## src/hw/rtl/dtc_pkg.sv

```systemverilog
package dtc_pkg;

    // Register file geometry
    localparam int NUM_REGS = 14;
    localparam int NUM_TMR  = 3;
    localparam int PRESC_W  = 5;

    // Timer slots for the per-timer divider and pin history
    localparam int TMR0 = 0;
    localparam int TMR1 = 1;
    localparam int TMR2 = 2;

    // Bus addresses of the special function registers
    localparam logic [7:0] ADDR_TCON  = 8'h88;
    localparam logic [7:0] ADDR_TMOD  = 8'h89;
    localparam logic [7:0] ADDR_TL0   = 8'h8A;
    localparam logic [7:0] ADDR_TL1   = 8'h8B;
    localparam logic [7:0] ADDR_TH0   = 8'h8C;
    localparam logic [7:0] ADDR_TH1   = 8'h8D;
    localparam logic [7:0] ADDR_CKCON = 8'h8E;
    localparam logic [7:0] ADDR_T2CON = 8'hC8;
    localparam logic [7:0] ADDR_T2IF  = 8'hC9;
    localparam logic [7:0] ADDR_RLDL  = 8'hCA;
    localparam logic [7:0] ADDR_RLDH  = 8'hCB;
    localparam logic [7:0] ADDR_TL2   = 8'hCC;
    localparam logic [7:0] ADDR_TH2   = 8'hCD;
    localparam logic [7:0] ADDR_T2IE  = 8'hCF;

    // Bit positions inside the control registers
    localparam int RUN0_POS  = 4;
    localparam int OVF0_POS  = 5;
    localparam int RUN1_POS  = 6;
    localparam int OVF1_POS  = 7;
    localparam int TMOD_CT0  = 2;
    localparam int TMOD_CT1  = 6;
    localparam int FAST0_POS = 3;
    localparam int FAST1_POS = 4;
    localparam int T2CON_DIV = 7;
    localparam int T2IF_FLAG = 7;
    localparam int T2IE_EN   = 7;

    // Prescaler division ratios
    localparam logic [PRESC_W-1:0] DIV_FAST   = 5'd4;
    localparam logic [PRESC_W-1:0] DIV_STD    = 5'd12;
    localparam logic [PRESC_W-1:0] DIV_DOUBLE = 5'd24;

    // Register file slots
    typedef enum logic [3:0] {
        REG_TCON  = 4'd0,
        REG_TMOD  = 4'd1,
        REG_TL0   = 4'd2,
        REG_TH0   = 4'd3,
        REG_TL1   = 4'd4,
        REG_TH1   = 4'd5,
        REG_CKCON = 4'd6,
        REG_T2CON = 4'd7,
        REG_T2IF  = 4'd8,
        REG_RLDL  = 4'd9,
        REG_RLDH  = 4'd10,
        REG_TL2   = 4'd11,
        REG_TH2   = 4'd12,
        REG_T2IE  = 4'd13
    } t_reg_idx;

    // Kind of input item
    typedef enum logic [1:0] {
        ACT_TICK  = 2'd0,
        ACT_WRITE = 2'd1,
        ACT_READ  = 2'd2,
        ACT_IDLE  = 2'd3
    } t_action;

    // Timer 0/1 operating modes
    typedef enum logic [1:0] {
        MODE_13BIT   = 2'd0,
        MODE_16BIT   = 2'd1,
        MODE_RELOAD8 = 2'd2,
        MODE_HOLD    = 2'd3
    } t_tmr_mode;

    // Timer 2 run modes
    typedef enum logic [1:0] {
        T2_STOP  = 2'd0,
        T2_TIMER = 2'd1,
        T2_PIN   = 2'd2,
        T2_HOLD  = 2'd3
    } t_t2_run;

    // Input item as it travels on the input channel
    typedef struct packed {
        logic [1:0] action;
        logic [7:0] reg_addr;
        logic [7:0] write_data;
        logic       pin_t0;
        logic       pin_t1;
        logic       pin_t2;
    } t_in_item;

    // Result item as it travels on the output channel
    typedef struct packed {
        logic [7:0] read_data;
        logic       flag_t0;
        logic       flag_t1;
        logic       flag_t2;
        logic       irq_t0;
        logic       irq_t1;
        logic       irq_t2;
    } t_out_item;

    // Count, divider and pin history of one timer
    typedef struct packed {
        logic [7:0]         th;
        logic [7:0]         tl;
        logic [PRESC_W-1:0] presc;
        logic               level;
        logic               known;
    } t_tmr_state;

    // Control bits for timer 0 or 1
    typedef struct packed {
        logic      run;
        logic      ext;
        logic      fast;
        t_tmr_mode mode;
    } t_t01_ctrl;

    // Control bits and reload value for timer 2
    typedef struct packed {
        t_t2_run    run;
        logic       slow;
        logic       reload;
        logic [7:0] rldl;
        logic [7:0] rldh;
    } t_t2_ctrl;

    // Result of an address decode
    typedef struct packed {
        logic     hit;
        t_reg_idx idx;
    } t_reg_sel;

    function automatic t_reg_sel reg_decode(input logic [7:0] addr);
        t_reg_sel sel;
        sel.hit = 1'b1;
        sel.idx = REG_TCON;
        case (addr)
            ADDR_TCON:  sel.idx = REG_TCON;
            ADDR_TMOD:  sel.idx = REG_TMOD;
            ADDR_TL0:   sel.idx = REG_TL0;
            ADDR_TL1:   sel.idx = REG_TL1;
            ADDR_TH0:   sel.idx = REG_TH0;
            ADDR_TH1:   sel.idx = REG_TH1;
            ADDR_CKCON: sel.idx = REG_CKCON;
            ADDR_T2CON: sel.idx = REG_T2CON;
            ADDR_T2IF:  sel.idx = REG_T2IF;
            ADDR_RLDL:  sel.idx = REG_RLDL;
            ADDR_RLDH:  sel.idx = REG_RLDH;
            ADDR_TL2:   sel.idx = REG_TL2;
            ADDR_TH2:   sel.idx = REG_TH2;
            ADDR_T2IE:  sel.idx = REG_T2IE;
            default:    sel.hit = 1'b0;
        endcase
        return sel;
    endfunction

endpackage

```

## src/hw/rtl/dtc_t01.sv

```systemverilog
module dtc_t01
    import dtc_pkg::*;
(
    input  t_t01_ctrl  i_ctrl,
    input  t_tmr_state i_state,
    input  logic       i_pin,
    output t_tmr_state o_state,
    output logic       o_ovf
);

    logic [PRESC_W-1:0] presc_inc;
    logic [PRESC_W-1:0] div;
    logic               fall;
    logic               bump;
    logic [12:0]        cnt13;
    logic [15:0]        cnt16;
    logic [7:0]         cnt8;

    // Increment candidates for each counting width, the divider ratio and the pin fall
    assign presc_inc = i_state.presc + 5'd1;
    assign div       = i_ctrl.fast ? DIV_FAST : DIV_STD;
    assign fall      = i_state.known && i_state.level && !i_pin;
    assign cnt13     = {i_state.th[4:0], i_state.tl} + 13'd1;
    assign cnt16     = {i_state.th, i_state.tl} + 16'd1;
    assign cnt8      = i_state.tl + 8'd1;

    // One tick: decide whether the count advances, then advance it.
    always_comb begin
        o_state = i_state;
        o_ovf   = 1'b0;
        bump    = 1'b0;
        if (i_ctrl.run) begin
            if (i_ctrl.ext) begin
                o_state.level = i_pin;
                o_state.known = 1'b1;
                bump          = fall;
            end else if (i_ctrl.mode != MODE_HOLD) begin
                if (presc_inc >= div) begin
                    o_state.presc = '0;
                    bump          = 1'b1;
                end else begin
                    o_state.presc = presc_inc;
                end
            end
        end
        if (bump) begin
            case (i_ctrl.mode)
                MODE_13BIT: begin
                    o_state.th = {i_state.th[7:5], cnt13[12:8]};
                    o_state.tl = cnt13[7:0];
                    o_ovf      = (cnt13 == 13'd0);
                end
                MODE_16BIT: begin
                    o_state.th = cnt16[15:8];
                    o_state.tl = cnt16[7:0];
                    o_ovf      = (cnt16 == 16'd0);
                end
                MODE_RELOAD8: begin
                    if (cnt8 == 8'd0) begin
                        o_state.tl = i_state.th;
                        o_ovf      = 1'b1;
                    end else begin
                        o_state.tl = cnt8;
                    end
                end
                default: begin
                    o_ovf = 1'b0;
                end
            endcase
        end
    end

endmodule

```

## src/hw/rtl/dtc_t2.sv

```systemverilog
module dtc_t2
    import dtc_pkg::*;
(
    input  t_t2_ctrl   i_ctrl,
    input  t_tmr_state i_state,
    input  logic       i_pin,
    output t_tmr_state o_state,
    output logic       o_ovf
);

    logic [PRESC_W-1:0] presc_inc;
    logic [PRESC_W-1:0] div;
    logic               fall;
    logic               bump;
    logic [15:0]        cnt16;

    assign presc_inc = i_state.presc + 5'd1;
    assign div       = i_ctrl.slow ? DIV_DOUBLE : DIV_STD;
    assign fall      = i_state.known && i_state.level && !i_pin;
    assign cnt16     = {i_state.th, i_state.tl} + 16'd1;

    // One tick of timer 2; a wrap reloads from RLD or clears to zero.
    always_comb begin
        o_state = i_state;
        o_ovf   = 1'b0;
        bump    = 1'b0;
        case (i_ctrl.run)
            T2_PIN: begin
                o_state.level = i_pin;
                o_state.known = 1'b1;
                bump          = fall;
            end
            T2_TIMER: begin
                if (presc_inc >= div) begin
                    o_state.presc = '0;
                    bump          = 1'b1;
                end else begin
                    o_state.presc = presc_inc;
                end
            end
            default: begin
                bump = 1'b0;
            end
        endcase
        if (bump) begin
            if (cnt16 != 16'd0) begin
                o_state.th = cnt16[15:8];
                o_state.tl = cnt16[7:0];
            end else begin
                o_ovf = 1'b1;
                if (i_ctrl.reload) begin
                    o_state.th = i_ctrl.rldh;
                    o_state.tl = i_ctrl.rldl;
                end else begin
                    o_state.th = 8'd0;
                    o_state.tl = 8'd0;
                end
            end
        end
    end

endmodule

```

## src/hw/rtl/dual_timer_counter_with_reload.sv

```systemverilog
// Timer peripheral with two classic 8051 timers and a reload timer 2.
// Input channel (i_in_valid, i_in_data, o_in_stall) carries one item per
// transfer: a clock tick with the three pin samples, a register write, a
// register read or an idle item. Output channel (o_out_valid, o_out_data,
// i_out_stall) returns exactly one result per item: read data, the three
// overflow flags and the three overflow pulses.
// An item taken from the input channel sits in the input register; its
// result is then captured in the output register, which drives
// o_out_valid. Throughput is one item per cycle while the receiver does not
// stall: the input register feeds a single pass of update logic into the
// output register, and the register file is updated at the same edge as the
// result is captured.
// While the receiver stalls, the result is held and one more item waits in
// the input register; o_in_stall rises when both are occupied and the
// receiver stalls.
// A synchronous reset (i_rst_n low) clears all timer registers, dividers
// and pin history, and empties both pipeline registers.
module dual_timer_counter_with_reload
    import dtc_pkg::*;
(
    input  logic      i_clk,
    input  logic      i_rst_n,
    input  logic      i_in_valid,
    input  t_in_item  i_in_data,
    output logic      o_in_stall,
    output logic      o_out_valid,
    input  logic      i_out_stall,
    output t_out_item o_out_data
);

    logic [7:0]         r_sfr   [NUM_REGS];
    logic [7:0]         n_sfr   [NUM_REGS];
    logic [PRESC_W-1:0] r_presc [NUM_TMR];
    logic [PRESC_W-1:0] n_presc [NUM_TMR];
    logic [NUM_TMR-1:0] r_level;
    logic [NUM_TMR-1:0] n_level;
    logic [NUM_TMR-1:0] r_known;
    logic [NUM_TMR-1:0] n_known;

    logic       r_in_valid;
    t_in_item   r_in_item;
    logic       r_out_valid;
    t_out_item  r_out_item;
    t_out_item  n_out_item;
    logic       advance;
    t_reg_sel   sel;

    t_t01_ctrl  ctrl0;
    t_t01_ctrl  ctrl1;
    t_t2_ctrl   ctrl2;
    t_tmr_state cur0;
    t_tmr_state cur1;
    t_tmr_state cur2;
    t_tmr_state nxt0;
    t_tmr_state nxt1;
    t_tmr_state nxt2;
    logic       ovf0;
    logic       ovf1;
    logic       ovf2;

    // The waiting item moves on whenever the output register is free or drained.
    assign advance     = r_in_valid && (!r_out_valid || !i_out_stall);
    assign o_in_stall  = r_in_valid && !advance;
    assign o_out_valid = r_out_valid;
    assign o_out_data  = r_out_item;

    // Input register: takes a new transfer whenever it is not held.
    always_ff @(posedge i_clk) begin
        if (!i_rst_n) begin
            r_in_valid <= 1'b0;
            r_in_item  <= '0;
        end else if (!o_in_stall) begin
            r_in_valid <= i_in_valid;
            if (i_in_valid) begin
                r_in_item <= i_in_data;
            end
        end
    end

    // Output register: loads a result or empties once it has been taken.
    always_ff @(posedge i_clk) begin
        if (!i_rst_n) begin
            r_out_valid <= 1'b0;
            r_out_item  <= '0;
        end else if (advance) begin
            r_out_valid <= 1'b1;
            r_out_item  <= n_out_item;
        end else if (!i_out_stall) begin
            r_out_valid <= 1'b0;
        end
    end

    // Timer state changes only when an item is processed.
    always_ff @(posedge i_clk) begin
        if (!i_rst_n) begin
            r_sfr   <= '{default: '0};
            r_presc <= '{default: '0};
            r_level <= '0;
            r_known <= '0;
        end else if (advance) begin
            r_sfr   <= n_sfr;
            r_presc <= n_presc;
            r_level <= n_level;
            r_known <= n_known;
        end
    end

    // Control and current state presented to the three timer slices.
    always_comb begin
        ctrl0.run    = r_sfr[REG_TCON][RUN0_POS];
        ctrl0.ext    = r_sfr[REG_TMOD][TMOD_CT0];
        ctrl0.fast   = r_sfr[REG_CKCON][FAST0_POS];
        ctrl0.mode   = t_tmr_mode'(r_sfr[REG_TMOD][1:0]);
        ctrl1.run    = r_sfr[REG_TCON][RUN1_POS];
        ctrl1.ext    = r_sfr[REG_TMOD][TMOD_CT1];
        ctrl1.fast   = r_sfr[REG_CKCON][FAST1_POS];
        ctrl1.mode   = t_tmr_mode'(r_sfr[REG_TMOD][5:4]);
        ctrl2.run    = t_t2_run'(r_sfr[REG_T2CON][1:0]);
        ctrl2.slow   = r_sfr[REG_T2CON][T2CON_DIV];
        ctrl2.reload = |r_sfr[REG_T2CON][5:4];
        ctrl2.rldl   = r_sfr[REG_RLDL];
        ctrl2.rldh   = r_sfr[REG_RLDH];

        cur0.th    = r_sfr[REG_TH0];
        cur0.tl    = r_sfr[REG_TL0];
        cur0.presc = r_presc[TMR0];
        cur0.level = r_level[TMR0];
        cur0.known = r_known[TMR0];
        cur1.th    = r_sfr[REG_TH1];
        cur1.tl    = r_sfr[REG_TL1];
        cur1.presc = r_presc[TMR1];
        cur1.level = r_level[TMR1];
        cur1.known = r_known[TMR1];
        cur2.th    = r_sfr[REG_TH2];
        cur2.tl    = r_sfr[REG_TL2];
        cur2.presc = r_presc[TMR2];
        cur2.level = r_level[TMR2];
        cur2.known = r_known[TMR2];
    end

    dtc_t01 u_t0 (
        .i_ctrl  (ctrl0),
        .i_state (cur0),
        .i_pin   (r_in_item.pin_t0),
        .o_state (nxt0),
        .o_ovf   (ovf0)
    );

    dtc_t01 u_t1 (
        .i_ctrl  (ctrl1),
        .i_state (cur1),
        .i_pin   (r_in_item.pin_t1),
        .o_state (nxt1),
        .o_ovf   (ovf1)
    );

    dtc_t2 u_t2 (
        .i_ctrl  (ctrl2),
        .i_state (cur2),
        .i_pin   (r_in_item.pin_t2),
        .o_state (nxt2),
        .o_ovf   (ovf2)
    );

    assign sel = reg_decode(r_in_item.reg_addr);

    // Next register file and result for the item in the input register.
    always_comb begin
        n_sfr      = r_sfr;
        n_presc    = r_presc;
        n_level    = r_level;
        n_known    = r_known;
        n_out_item = '0;
        case (r_in_item.action)
            ACT_TICK: begin
                n_sfr[REG_TH0] = nxt0.th;
                n_sfr[REG_TL0] = nxt0.tl;
                n_presc[TMR0]  = nxt0.presc;
                n_level[TMR0]  = nxt0.level;
                n_known[TMR0]  = nxt0.known;
                n_sfr[REG_TH1] = nxt1.th;
                n_sfr[REG_TL1] = nxt1.tl;
                n_presc[TMR1]  = nxt1.presc;
                n_level[TMR1]  = nxt1.level;
                n_known[TMR1]  = nxt1.known;
                n_sfr[REG_TH2] = nxt2.th;
                n_sfr[REG_TL2] = nxt2.tl;
                n_presc[TMR2]  = nxt2.presc;
                n_level[TMR2]  = nxt2.level;
                n_known[TMR2]  = nxt2.known;
                n_sfr[REG_TCON][OVF0_POS]  = r_sfr[REG_TCON][OVF0_POS] | ovf0;
                n_sfr[REG_TCON][OVF1_POS]  = r_sfr[REG_TCON][OVF1_POS] | ovf1;
                n_sfr[REG_T2IF][T2IF_FLAG] = r_sfr[REG_T2IF][T2IF_FLAG] | ovf2;
                n_out_item.irq_t0 = ovf0;
                n_out_item.irq_t1 = ovf1;
                n_out_item.irq_t2 = ovf2 & r_sfr[REG_T2IE][T2IE_EN];
            end
            ACT_WRITE: begin
                if (sel.hit) begin
                    n_sfr[sel.idx] = r_in_item.write_data;
                    // Writes that restart a divider's phase.
                    case (sel.idx)
                        REG_TCON: begin
                            if (r_sfr[REG_TCON][RUN0_POS] != r_in_item.write_data[RUN0_POS]) begin
                                n_presc[TMR0] = '0;
                            end
                            if (r_sfr[REG_TCON][RUN1_POS] != r_in_item.write_data[RUN1_POS]) begin
                                n_presc[TMR1] = '0;
                            end
                        end
                        REG_TMOD, REG_CKCON: begin
                            n_presc[TMR0] = '0;
                            n_presc[TMR1] = '0;
                        end
                        REG_TL0, REG_TH0: begin
                            n_presc[TMR0] = '0;
                        end
                        REG_TL1, REG_TH1: begin
                            n_presc[TMR1] = '0;
                        end
                        REG_T2CON: begin
                            if (r_sfr[REG_T2CON][1:0] != r_in_item.write_data[1:0]) begin
                                n_presc[TMR2] = '0;
                            end
                        end
                        REG_TL2, REG_TH2, REG_RLDL, REG_RLDH: begin
                            n_presc[TMR2] = '0;
                        end
                        default: begin
                        end
                    endcase
                end
            end
            ACT_READ: begin
                if (sel.hit) begin
                    n_out_item.read_data = r_sfr[sel.idx];
                end
            end
            default: begin
            end
        endcase
        n_out_item.flag_t0 = n_sfr[REG_TCON][OVF0_POS];
        n_out_item.flag_t1 = n_sfr[REG_TCON][OVF1_POS];
        n_out_item.flag_t2 = n_sfr[REG_T2IF][T2IF_FLAG];
    end

endmodule

```

## config.mk

```make
export PLATFORM = sky130hd
export DESIGN_NAME = dual_timer_counter_with_reload
export DESIGN_NICKNAME = d
export VERILOG_FILES = /design/src/hw/rtl/dtc_pkg.sv /design/src/hw/rtl/dtc_t01.sv /design/src/hw/rtl/dtc_t2.sv /design/src/hw/rtl/dual_timer_counter_with_reload.sv
export SDC_FILE = /design/constraint.sdc
export NUM_CORES = 1
export LEC_CHECK = 0
export ABC_AREA = 1
export CORE_MARGIN = 5
export CORE_UTILIZATION = 60
export CTS_CLUSTER_DIAMETER = 120
export CTS_CLUSTER_SIZE = 30
export DETAILED_ROUTE_END_ITERATION = 8
export DONT_BUFFER_PORTS = 1
export PLACE_DENSITY = 0.74
export SLEW_MARGIN = 20
export SYNTH_ARGS = -nofsm -noshare
export SYNTH_HDL_FRONTEND = slang
export SYNTH_SLANG_ARGS = --single-unit
```

## constraint.sdc

```tcl
create_clock -name i_clk -period 3.7 [get_ports i_clk]
set_clock_uncertainty 0.2 [all_clocks]
set_input_delay 0.185 -clock i_clk [delete_from_list [all_inputs] [get_ports i_clk]]
set_output_delay 0.185 -clock i_clk [all_outputs]
set_load 0.05 [all_outputs]
```

---- Yosys cells after proc, flatten, opt, wreduce, memory -nomap -nowiden ----
Cells that the tools add are included.
storage, ports and cells
  flip-flop bits (word level) ............. 169
  input bits .............................. 25
  output and inout bits ................... 16
  logic and storage cells ................. 246
cells by class
  add/subtract/negate cells ............... 10
  order comparisons ....................... 5
  eq/ne operators ......................... 64
  mux-type cells .......................... 71
  bitwise operators ....................... 6
  reduce and logical (&&, ||, !) cells .... 49
operators with widths
  kind                                            number
  bitwise mux 112 bit                             1
  equality test 8 bit (second input constant)     14
  two-way mux 112 bit                             1
  two-way mux 16 bit                              5
  case mux 32 bit (2 select lines)                1
  two-way mux 5 bit                               12
  two-way mux 8 bit                               7
  case mux 4 bit (13 select lines)                1
  adder 16 x 1 -> 16 bit (second input constant)  3
  case mux 8 bit (3 select lines)                 2
  binary-select mux 8 bit (select 4 bit)          1
  demux 8 bit (select 4 bit)                      1
  logical NOT 16 bit                              2
  case mux 16 bit (2 select lines)                1
  case mux 8 bit (2 select lines)                 2
  case mux 15 bit (2 select lines)                1
  case mux 5 bit (2 select lines)                 3
  adder 13 x 1 -> 13 bit (second input constant)  2
  logical NOT 13 bit                              2
  AND reduction 5 bit                             4
  two-way mux 1 bit                               18
  != test 2 x 1 -> 1 bit (second input constant)  9
  != test 2 bit (second input constant)           9
  AND reduction 6 bit                             3
  43 further kinds                                100

---- Longest topological paths before layout ----
Gate-level depths: netlist (run 1).
  depth in word-level cells ............... 10
  mapped depth ............................ 18
  mapped depth without buffers ............ 17

---- Modules after synthesis ----
Synthesis (run 1) repeated with hierarchy kept, for this count alone.
second synthesis, totals
  cells, all modules ...................... 2179
  area, all modules ....................... 12515.8 um2
by module, submodules not included
  module                          instances  cells each  area each (um2)  seq. area each (um2)
  dual_timer_counter_with_reload  1          1422        8851.0           3343.2
  dtc_t2                          1          254         1231.2           0.0
  dtc_t01 at u_t1                 1          253         1221.2           0.0
  dtc_t01 at u_t0                 1          250         1212.4           0.0

---- Least setup slack after synthesis (run 1) ----
Ideal clock, no wire load.
  path type ............................... flip-flop to flip-flop
  start ................................... register r_presc, in the netlist cur2[2]
  end ..................................... register r_sfr, in the netlist cur2[20]
  setup time .............................. 0.070 ns
  data arrival time ....................... 2.320 ns
  required time ........................... 3.430 ns
  path slack .............................. 1.111 ns
  cell stages (with the launch flop) ...... 18
  buffers on the path ..................... 1
  clock period less this slack ............ 2.589 ns
  path through ............................ dfxtp_1 -> ha_1 -> nand3_1 -> xor2_1 -> inv_1 -> ha_1 -> a21boi_0 -> nand2_1 -> nand2_1 -> nand2_1 -> a21oi_1 -> inv_1 -> nand2_1 -> nand3_4 -> buf_4 -> nand2_1 -> nand2_1 -> a21oi_1
on the way
  longest elaborated chain between the ends .. 6
ends and longest elaborated chain
  element                                  RTL line                               RTL
  from (decl)                              dual_timer_counter_with_reload.sv:33   logic [PRESC_W-1:0] r_presc [NUM_TMR];
  from (signal assigned)                   dual_timer_counter_with_reload.sv:102  r_presc <= n_presc;
  adder 5 x 1 -> 5 bit                     dtc_t2.sv:17                           assign presc_inc = i_state.presc + 5'd1;
  greater-or-equal comparator 5 bit        dtc_t2.sv:34                           if (presc_inc >= div) begin
  two-way mux 1 bit                        dtc_t2.sv:34
  case mux 1 bit (2 select lines)          dtc_t2.sv:27                           case (i_ctrl.run)
  != test 2 x 1 -> 1 bit (no source line)  n/a
  AND reduction 4 bit (no source line)     n/a
  to (signal assigned)                     dual_timer_counter_with_reload.sv:101  r_sfr <= n_sfr;
  to (decl)                                dual_timer_counter_with_reload.sv:31   logic [7:0] r_sfr [NUM_REGS];
Every way passes these cells.
A chain may end at the register's enable or synchronous reset.

---- Final worst setup path (run 1) ----
  start ................................... register r_in_item[17] (netlist bit)
  end ..................................... register r_presc, in the netlist cur0[3]
on the way
  longest elaborated chain between the ends .. 7
  elaborated cells between the ends (all ways) .. 30
  classes of those cells .................. eq/ne: 21; mux: 5; reduce/logical: 4
ends and longest elaborated chain
  element                                                     RTL line                               RTL
  from (decl)                                                 dual_timer_counter_with_reload.sv:41   t_in_item r_in_item;
  from (signal assigned)                                      dual_timer_counter_with_reload.sv:75   r_in_item <= i_in_data;
  equality test 8 bit                                         dtc_pkg.sv:146                         case (addr)
  case mux 4 bit (13 select lines)                            dtc_pkg.sv:146
  equality test 4 x 2 -> 1 bit, or another cell as far along  dual_timer_counter_with_reload.sv:202  case (sel.idx)
  OR reduction 4 bit (no source line)                         n/a
  case mux 5 bit (2 select lines)                             dual_timer_counter_with_reload.sv:202
  two-way mux 15 bit                                          dual_timer_counter_with_reload.sv:199  if (sel.hit) begin
  case mux 15 bit (2 select lines)                            dual_timer_counter_with_reload.sv:174  case (r_in_item.action)
Parallel ways exist; a longest one is shown, timed or not. The select of a mux whose other input is x is not followed.

==> results.sh, run 1 <==
export IMPL_gp_congestion=1.008
export IMPL_crit_family="simple AND/OR/NAND/NOR gates"
export IMPL_wirelength_mm=37.05
export IMPL_drc=0
export IMPL_crit_path_frequent_cell="nand2_1"
export IMPL_critPathSlowestCell="dlygate4sd3_1"
export IMPL_hp_start="r_sfr[44]$_SDFFE_PN0P_"
export IMPL_drtIter0Drc=1345
export IMPL_finalNetCount=1906
export IMPL_async_flop_share_pct=0
export IMPL_clkLatencyLatePin_ns=0.45
export IMPL_root_buffer="clkbuf_16"
export IMPL_core_area_um2=18090
export IMPL_r2r_end="cur0[3]$_SDFFE_PN0P_"
export IMPL_yosysWarningCount=0
export IMPL_path_clk_slew_ns=0.08
export IMPL_initial_core_util_pct=61.33
export IMPL_mostFrequentLayoutCell="nand2_1"
export IMPL_rsz0062_at_grt="false"
export IMPL_routed_via_density=5.814
export IMPL_fin_crit_ns=3.264
export IMPL_grt_overflow=0
export IMPL_fmax_ghz=0.3064
export IMPL_mostFrequentLayoutCells="616 x nand2_1, 228 x nor2_1, 180 x inv_1, 167 x dfxtp_1, 148 x a21oi_1"
export IMPL_critical_path_buf_inv_count=3
export IMPL_ir_drop_uv=329.7
export IMPL_r2r_cells=15
export IMPL_ys_seq_area_share_pct=30.14
export IMPL_fp_dieH_um=146.0
export IMPL_grt_use_total_pct=34.04
export IMPL_synth_cell_types=40
export IMPL_tns_ns=0
export IMPL_post_cts_buffers=0
export IMPL_grt_first_pass_wirelength_mm=58.52
export IMPL_synth_seq_cells=167
export IMPL_setup_viol_count_final=0
export IMPL_worstMarginPinSlew_ns=0.7536
export IMPL_dp_hpwl_mm=26.13
export IMPL_postSynthCellCount=1857
export IMPL_cts_resized=0
export IMPL_end_kind="flip-flop"
export IMPL_final_max_slew_viol_count=0
export IMPL_hold_class="flip-flop to flip-flop"
export IMPL_utilization_pct=66.94
export IMPL_pwr_density_cell_nw_per_um2=349.8
export IMPL_finalHoldViolations=0
export IMPL_syn_nets=1908
export IMPL_synth_edf_count=0
export IMPL_cp_cell_sequence="inv_1 -> nand2_1 -> nor2_4 -> nand3_1 -> nand4_1 -> nor2_2 -> nand2_4 -> inv_2 -> nand2_1 -> nand2_1 -> nor2_2 -> nand3_1 -> nand2_1 -> dlygate4sd3_1 -> nor2_1"
export IMPL_slew_headroom_pct=49.64
export IMPL_cts_sinks=167
export IMPL_port_buffers=0
export IMPL_cts_tree="done"
export IMPL_row_count=49
export IMPL_grt_max_degree=107
export IMPL_worstSetupPathDepth=15
export IMPL_synth_avg_cell_area_um2=5.973
export IMPL_ios=41
export IMPL_crit_arrival_ns=3.41
export IMPL_min_to="r_sfr[44]$_SDFFE_PN0P_"
export IMPL_crit_type="flip-flop to flip-flop"
export IMPL_dr_total_vias=12190
export IMPL_antenna_left=0
export IMPL_die_w_um=146.0
export IMPL_cts_buffers=17
export IMPL_r2r_start="r_in_item[17]$_SDFFE_PN0P_"
export IMPL_cts_hold_buf=33
export IMPL_syn_area_um2=11090
export IMPL_cap_violations=0
export IMPL_grt_pass1_vias=10970
export IMPL_max_stage_delay_ns=0.55
export IMPL_status="finished, final reports clean"
export IMPL_cp_max_fo=9
export IMPL_synthFlopType="dfxtp_1"
export IMPL_post_route_period_util_pct=88.21
export IMPL_wl_per_cell_um=17.67
export IMPL_syn_to_final_growth_pct=9.148
export IMPL_crit_required_ns=3.85
export IMPL_whs_path_depth=2
export IMPL_p_leak_nw=5.103
export IMPL_antenna_found_initial=0
export IMPL_diodes=0
export IMPL_critPathLaunchType="flip-flop"
export IMPL_drive_gt1_share_pct=5.567
export IMPL_htree_levels=4
export IMPL_dieArea_um2=21310
export IMPL_firstDrtPassIters=6
export IMPL_clockBufferDepth=2
export IMPL_reg2reg_slack_ns=0.44
kinds of logic (layout without fill, tap and decap cells):
family | Yosys count | count (layout) | share of synthesized area [%]
xor gates and xnor gates | 26 | 26 | 2.053
DFF | 167 | 167 | 30.14
adders and majority gates | 26 | 26 | 2.933
buffers and inverters | 260 | 271 | 9.588
AOI/OAI and AO/OA | 310 | 310 | 14.53
and+or+nand+nor | 1068 | 1068 | 40.76
state kept, by name, summed over array words and instances, names as in the netlist:
| name | cells |
|---|---|
| ctrl1 | 5 |
| o_out_data | 12 |
| r_level | 3 |
| r_sfr | 34 |
| r_in_valid | 1 |
| r_known | 3 |
| ctrl0 | 5 |
| o_out_valid | 1 |
| r_in_item | 21 |
| ctrl2 | 19 |
| cur2 | 21 |
| cur1 | 21 |
| cur0 | 21 |
stage by stage:
stage / hold WS, ns / power [W] / setup WS, ns / instance area (µm²) / cells
after floorplan: 0.1517 / 0.002262 / 1.111 / 11090 / 1857
after global placement: 0.1214 / 0.002386 / 0.8202 / 11160 / 2032
after detailed placement: 0.1234 / 0.002390 / 0.7142 / 11160 / 2032
after CTS: 0.2441 / 0.004209 / 0.5127 / 12100 / 2097
after global routing: 0.2625 / 0.004360 / 0.2730 / 12110 / 2097
final: 0.2433 / 0.004235 / 0.4363 / 12110 / 2097
cell usage after synthesis (7+ instances only):
cell,count,area share (%)
a21oi_1,148,6.7
buf_4,13,0.88
clkbuf_1,41,1.4
dfxtp_1,167,30
ha_1,26,2.9
inv_1,180,6.1
inv_2,7,0.24
nand2_1,616,21
nand2_2,13,0.73
nand3_1,118,5.3
nand4_1,38,2.1
nor2_1,230,7.8
nor2_2,13,0.73
nor2_4,8,0.81
nor3_1,17,0.77
o21ai_0,128,5.8
o21ai_1,13,0.59
xnor2_1,7,0.55
xor2_1,19,1.5
power by group:
group / switching (W) / internal (W) / total, W
combinational: 0.000354 / 0.000149 / 0.000504
sequential: 0.0000760 / 0.00184 / 0.00192
clock: 0.000892 / 0.000923 / 0.00181
total: 0.00132 / 0.00291 / 0.00423
tightest hold or removal path: cells and delay by family, from the launching register on:
kind	cells	cell delay [ns]
buffers and inverters	1	0.04
AO/OA/AOI/OAI	1	0.05
flip-flops	1	0.31
layout make-up:
cell class,count,area [µm²]
flip-flops and latches,167,3343
clock inverters,14,152.6
fillers,1718,5979
repair buffers,48,473.0
well taps,229,286.5
inverters,191,721.9
clock buffers,18,439.2
multi-input cells,1430,6690
per-layer routing:
metal  part of all wire (%)  GRT usage, %
met4                    3.4         13.15
met2                     45         54.71
met1                     41         46.13
met5                      0             0
met3                     10         5.263
worst max-delay path by stage:
| stage | to | slack (ns) | from |
|---|---|---|---|
| after floorplan | cur2[20]$_SDFFE_PN0P_ | 1.11 | cur2[2]$_SDFFE_PN0P_ |
| after global placement | cur2[22]$_SDFFE_PN0P_ | 0.82 | cur2[2]$_SDFFE_PN0P_ |
| after detailed placement | cur2[20]$_SDFFE_PN0P_ | 0.71 | cur2[2]$_SDFFE_PN0P_ |
| after CTS | cur0[3]$_SDFFE_PN0P_ | 0.51 | r_in_item[18]$_SDFFE_PN0P_ |
| after global routing | cur0[3]$_SDFFE_PN0P_ | 0.27 | r_in_item[17]$_SDFFE_PN0P_ |
| final | cur0[3]$_SDFFE_PN0P_ | 0.44 | r_in_item[17]$_SDFFE_PN0P_ |
No activity file was read; power rests on OpenSTA's default activity.
==> inputs of run 2 (changes only) <==
==> constraint.sdc (replaced) <==
create_clock -name i_clk -period 3.7 [get_ports i_clk]
set_clock_uncertainty 0.2 [all_clocks]
set_input_delay 0.555 -clock i_clk [delete_from_list [all_inputs] [get_ports i_clk]]
set_output_delay 0.555 -clock i_clk [all_outputs]
set_load 0.05 [all_outputs]
==> run 2 against run 1 <==
Compared with the run above: sequential power about the same; via count is 1.6% lower; register-to-register slack worse by 0.02 ns; clock power grew 9%; global-route usage down 0.47 points; non-clock buffer count fell by 33; die area did not move; largest cell class unchanged; highest routed layer unchanged.
==> results.sh, run 2 (synthesized netlist as in run 1, its figures left out) <==
export IMPL_pwr_density_cell_nw_per_um2=368.6
export IMPL_antenna_found_initial=0
export IMPL_cts_tree="done"
export IMPL_dr_total_vias=11990
export IMPL_worstMarginPinSlew_ns=1.076
export IMPL_grt_use_total_pct=33.57
export IMPL_whs_path_depth=2
export IMPL_port_buffers=0
export IMPL_fp_dieH_um=146.0
export IMPL_routed_via_density=5.813
export IMPL_setup_viol_count_final=0
export IMPL_wl_per_cell_um=17.61
export IMPL_hold_class="input port to flip-flop"
export IMPL_ios=41
export IMPL_grt_pass1_vias=10800
export IMPL_r2r_start="cur2[2]$_SDFFE_PN0P_"
export IMPL_drtIter0Drc=1313
export IMPL_multi_input_area_um2=6690
export IMPL_wirelength_mm=36.33
export IMPL_root_buffer="clkbuf_16"
export IMPL_holdWs_ns=0.04380
export IMPL_cp_max_fo=16
export IMPL_finalHoldViolations=0
export IMPL_cts_sinks=167
export IMPL_n_fill_cell=1714
export IMPL_dp_hpwl_mm=25.95
export IMPL_clkLatencyLatePin_ns=0.44
export IMPL_cts_resized=0
export IMPL_initial_core_util_pct=61.33
export IMPL_clockBufferDepth=2
export IMPL_largest_reg_flops=34
export IMPL_core_area_um2=18090
export IMPL_row_count=49
export IMPL_tns_ns=0
export IMPL_crit_type="flip-flop to flip-flop"
export IMPL_path_clk_slew_ns=0.07
export IMPL_p_total_w=0.004350
export IMPL_syn_to_final_growth_pct=6.385
export IMPL_cts_buffers=17
export IMPL_crit_required_ns=3.87
export IMPL_post_route_period_util_pct=88.71
export IMPL_mostFrequentLayoutCell="nand2_1"
export IMPL_htree_levels=4
export IMPL_cts_hold_buf=0
export IMPL_diodes=0
export IMPL_gp_congestion=1.014
export IMPL_reg2reg_slack_ns=0.42
export IMPL_antenna_left=0
export IMPL_grt_first_pass_wirelength_mm=57.61
export IMPL_grt_max_degree=107
export IMPL_rsz0062_at_grt="false"
export IMPL_seqCellArea_um2=3343
export IMPL_finalNetCount=1873
export IMPL_hp_start="i_rst_n"
export IMPL_min_to="r_sfr[50]$_SDFFE_PN0P_"
export IMPL_final_max_slew_viol_count=0
export IMPL_largest_register="r_sfr"
export IMPL_mostFrequentLayoutCells="616 x nand2_1, 228 x nor2_1, 180 x inv_1, 167 x dfxtp_1, 148 x a21oi_1"
export IMPL_fin_crit_ns=3.282
export IMPL_slew_headroom_pct=28.27
export IMPL_die_w_um=146.0
export IMPL_r2r_cells=16
export IMPL_crit_arrival_ns=3.45
export IMPL_r2r_end="cur2[9]$_SDFFE_PN0P_"
export IMPL_fmax_ghz=0.3047
export IMPL_drive_gt1_share_pct=5.507
export IMPL_cap_violations=0
export IMPL_critPathLaunchType="flip-flop"
export IMPL_ir_drop_uv=326.8
export IMPL_grt_overflow=0
export IMPL_p_leak_nw=4.967
export IMPL_status="finished, final reports clean"
export IMPL_drc=0
export IMPL_post_cts_buffers=0
export IMPL_firstDrtPassIters=8
export IMPL_dieArea_um2=21310
export IMPL_end_kind="flip-flop"
[run 2: worst max-delay path by stage]
stage | startpoint | end | slack, ns | depth (start not counted)
final | cur2[2]$_SDFFE_PN0P_ | cur2[9]$_SDFFE_PN0P_ | 0.42 | 16
after floorplan | cur2[2]$_SDFFE_PN0P_ | cur2[20]$_SDFFE_PN0P_ | 1.11 | 17
after global routing | cur2[2]$_SDFFE_PN0P_ | cur2[11]$_SDFFE_PN0P_ | 0.25 | 16
after CTS | cur2[2]$_SDFFE_PN0P_ | cur2[21]$_SDFFE_PN0P_ | 0.55 | 15
after detailed placement | cur2[2]$_SDFFE_PN0P_ | cur2[21]$_SDFFE_PN0P_ | 0.58 | 15
after global placement | cur2[2]$_SDFFE_PN0P_ | cur2[22]$_SDFFE_PN0P_ | 0.82 | 15
[run 2: layout make-up]
type	instances	area share [%]
Timing Repair Buffer	15	1.060
Clock inverter	13	1.728
Inverter	191	6.118
Tap cell	229	2.428
Multi-Input combinational cell	1430	56.70
Sequential cell	167	28.33
Clock buffer	18	3.637
[run 2: layer usage]
layer | part of all wire, % | global-route usage, % | vias to the layer above
met5 | 0 | 0 | -
met1 | 42 | 44.73 | 5404
met2 | 44 | 52.64 | 607
met3 | 9.9 | 7.910 | 110
met4 | 3.9 | 13.44 | 0
li1 | - | - | 5872
[run 2: report_power, final]
part / internal (W) / switching, W / total (W)
clock: 0.00115 / 0.000831 / 0.00198
combinational: 0.000122 / 0.000327 / 0.000449
sequential: 0.00184 / 0.0000764 / 0.00192
total: 0.00312 / 0.00123 / 0.00435
[run 2: critical path, cell delays in order (launching register included)]
cell and delay (ns):
dfxtp_1 0.41, ha_1 0.21, nand3_1 0.09, xor2_1 0.18
inv_1 0.06, ha_1 0.27, a21boi_0 0.21, nand2_1 0.09
nand2_1 0.13, nand2_1 0.07, a21oi_1 0.41, inv_1 0.12
nand2_1 0.22, nand3_4 0.22, nand2_1 0.11, nand2_1 0.06
a21oi_1 0.13
[run 2: per-stage QoR]
stage / setup slack [ns] / cell area (µm²) / instances / utilization, %
final: 0.4176 / 11800 / 2063 / 65.24
after global routing: 0.2457 / 11800 / 2063 / 65.24
after CTS: 0.5500 / 11800 / 2063 / 65.23
after detailed placement: 0.5794 / 11160 / 2032 / 61.73
after global placement: 0.8200 / 11160 / 2032 / 61.73
after floorplan: 1.111 / 11090 / 1857 / -
==> inputs of run 3 (changes only) <==
- SYNTH_HIERARCHICAL: default -> 1
==> run 3 against run 2 <==
Compared with the run above: via count rose by 14%; die area increased by 12%; combinational power grew 43%; critical endpoint is now r_sfr[109]$_SDFFE_PN0P_.
==> results.sh, run 3 <==
export IMPL_setup_viol_count_final=0
export IMPL_synth_adder_area_share_pct=1.799
export IMPL_diodes=0
export IMPL_end_kind="flip-flop"
export IMPL_synth_top_family_by_area="simple AND/OR/NAND/NOR gates"
export IMPL_seqPwrFrac_pct=45.5
export IMPL_grt_pass1_vias=12240
export IMPL_grt_met3_usage_pct=5.588
export IMPL_multi_input_area_um2=7714
export IMPL_cts_buffers=17
export IMPL_syn_to_final_growth_pct=5.139
export IMPL_core_area_um2=20360
export IMPL_antenna_left=0
export IMPL_worstMarginPinSlew_ns=1.096
export IMPL_cap_violations=0
export IMPL_largest_register="r_sfr"
export IMPL_place_area_um2=12570
export IMPL_grt_max_degree=122
export IMPL_row_count=52
export IMPL_status="finished, final reports clean"
export IMPL_use_met2_pct=51.39
export IMPL_fmax_ghz=0.3295
export IMPL_grt_use_total_pct=32.72
export IMPL_utilization_pct=64.62
export IMPL_synth_seq_cells=167
export IMPL_fin_crit_ns=3.035
export IMPL_hold_class="input port to flip-flop"
export IMPL_cts_tree="done"
export IMPL_slew_headroom_pct=26.97
export IMPL_stdcell_count=2403
export IMPL_ys_top_cells_by_area="dfxtp_1 27%, nand2_1 21%, nand3_1 8.6%"
export IMPL_critPathLaunchType="flip-flop"
export IMPL_final_cell_area_um2=13160
export IMPL_pwr_density_cell_nw_per_um2=335.8
export IMPL_drive_gt1_share_pct=6.470
export IMPL_seqCellArea_um2=3343
export IMPL_cts_sinks=167
export IMPL_crit_type="flip-flop to flip-flop"
export IMPL_intPower_w=0.002966
export IMPL_yosys_area_top_type_share_pct=26.71
export IMPL_n_fill_cell=2054
export IMPL_dp_hpwl_mm=28.45
export IMPL_grt_first_pass_wirelength_mm=63.60
export IMPL_clkLatencyLatePin_ns=0.44
export IMPL_final_max_slew_viol_count=0
export IMPL_largest_reg_flops=34
export IMPL_clockBufferDepth=2
export IMPL_p_sw_share_pct=32.89
export IMPL_drtIter0Drc=1566
export IMPL_synth_edf_count=0
export IMPL_switchingPower_w=0.001453
export IMPL_htree_levels=4
export IMPL_fp_dieH_um=154.4
export IMPL_firstDrtPassIters=6
export IMPL_ir_drop_uv=328.0
export IMPL_path_clk_slew_ns=0.08
export IMPL_die_w_um=154.4
export IMPL_placed_cells=2371
export IMPL_postSynthCellCount=2179
export IMPL_synth_cell_types=41
export IMPL_synth_compound_gate_area_share_pct=12.32
export IMPL_dieArea_um2=23850
export IMPL_synth_top_cells_by_count="698 x nand2_1, 247 x inv_1, 223 x nor2_1"
export IMPL_syn_area_um2=12520
export IMPL_post_route_period_util_pct=82.01
export IMPL_synthXorXnorAreaFrac_pct=1.470
export IMPL_synth_largest_area_cell="dfxtp_1"
export IMPL_p_leak_nw=5.711
export IMPL_async_flop_share_pct=0
export IMPL_yosysWarningCount=6
export IMPL_wirelength_mm=39.95
export IMPL_crit_required_ns=3.87
export IMPL_gp_congestion=0.9618
export IMPL_synthFlopType="dfxtp_1"
export IMPL_finalNetCount=2163
export IMPL_synth_avg_cell_area_um2=5.744
export IMPL_synthSimpleGateAreaFrac_pct=45.81
export IMPL_port_buffers=0
export IMPL_grt_busiest_layer="met2"
export IMPL_mostFrequentLayoutCell="nand2_1"
export IMPL_cp_max_fo=12
export IMPL_rsz0062_at_grt="false"
export IMPL_p_clk_share_pct=40.0
export IMPL_combPwrFrac_pct=14.5
export IMPL_cts_hold_buf=0
export IMPL_crit_arrival_ns=3.21
export IMPL_ys_seq_area_share_pct=26.71
export IMPL_syn_nets=2222
export IMPL_synth_most_common_cell="nand2_1"
export IMPL_dr_total_vias=13640
export IMPL_cts_resized=0
export IMPL_finalHoldViolations=0
export IMPL_tns_ns=0
export IMPL_initial_core_util_pct=61.46
export IMPL_drc=0
export IMPL_antenna_found_initial=0
export IMPL_muxShareOfSynthArea_pct=0.1600
export IMPL_grt_overflow=0
export IMPL_wl_per_cell_um=16.62
export IMPL_post_cts_buffers=0
export IMPL_use_met1_pct=44.57
export IMPL_root_buffer="clkbuf_16"
export IMPL_routed_via_density=5.676
export IMPL_ios=41
export IMPL_mostFrequentLayoutCells="697 x nand2_1, 246 x inv_1, 223 x nor2_1, 214 x nand3_1, 185 x a21oi_1"
[run 3: cell types whose count changed after synthesis, moves of 10 or more]
cell	before	now
nand3_1	118	214
nand2_1	616	698
inv_1	180	247
o21ai_0	128	85
nor3_1	17	55
a21oi_1	148	185
nand3b_1	4	23
buf_2	6	22
nand4_1	38	23
clkbuf_1	41	52
inv_2	7	18
clkinv_1	2	12
[run 3: final cells by class]
type	count	share of cell area (%)
Clock buffer	17	3.233
Timing Repair Buffer	15	1.046
Tap cell	270	2.567
Multi-Input combinational cell	1642	58.62
Clock inverter	15	1.217
Sequential cell	167	25.41
Inverter	277	7.911
[run 3: critical path, stage by stage (launching register included)]
cell and delay (ns):
dfxtp_1 0.42, nand3_1 0.12, xor2_1 0.17, ha_1 0.28
nand2_1 0.06, nand3_1 0.09, nand2_1 0.06, nand2_1 0.39
nand2_1 0.33, nor2_4 0.18, nand2_1 0.08, nor2_2 0.25
o21ai_0 0.13, a31oi_1 0.18
[run 3: cell families (layout without fill, tap and decap cells)]
logic type               count (synthesis)  count (layout)
AO/OA/AOI/OAI                          298             298
multiplexers                             2               2
buffers and inverters                  370             324
adder cells (fa/ha/maj)                 18              18
AND/OR/NAND/NOR                       1303            1303
XOR/XNOR                                21              21
flip-flops                             167             167
[run 3: metrics by stage]
| stage | hold WS (ns) | power (W) | setup slack (ns) |
|---|---|---|---|
| final | 0.07186 | 0.004419 | 0.6655 |
| after global routing | 0.08145 | 0.004610 | 0.3727 |
| after CTS | 0.03602 | 0.004419 | 0.6940 |
| after detailed placement | 0.2656 | 0.002674 | 0.7522 |
| after global placement | 0.2543 | 0.002667 | 0.8241 |
| after floorplan | 0.2440 | 0.002506 | 1.021 |
[run 3: power by group through the flow]
stage               sequential [W]  clock (W)  combinational, W
CTS                        0.00201    0.00178          0.000629
global placement           0.00205          0          0.000620
detailed placement         0.00205          0          0.000626
global route               0.00202    0.00187          0.000718
floorplan                  0.00197          0          0.000533
finish                     0.00201    0.00177          0.000642
[run 3: final timing paths]
check	start	to	slack, ns	depth (start not counted)
setup / recovery	cur0[4]$_SDFFE_PN0P_	r_sfr[109]$_SDFFE_PN0P_	0.67	13
hold / removal	i_rst_n	r_in_item[15]$_SDFFE_PN0P_	0.07	2
setup reg to reg	cur0[4]$_SDFFE_PN0P_	r_sfr[109]$_SDFFE_PN0P_	0.67	13
hold reg to reg	r_sfr[5]$_SDFFE_PN0P_	r_sfr[5]$_SDFFE_PN0P_	0.28	2
[run 3: per-layer routing]
metal	routed length, µm	share of wire [%]	vias up
met4	1621	4.1	0
met1	17050	43	6099
met5	0	0	-
met3	3721	9.3	104
li1	-	-	6798
met2	17550	44	639
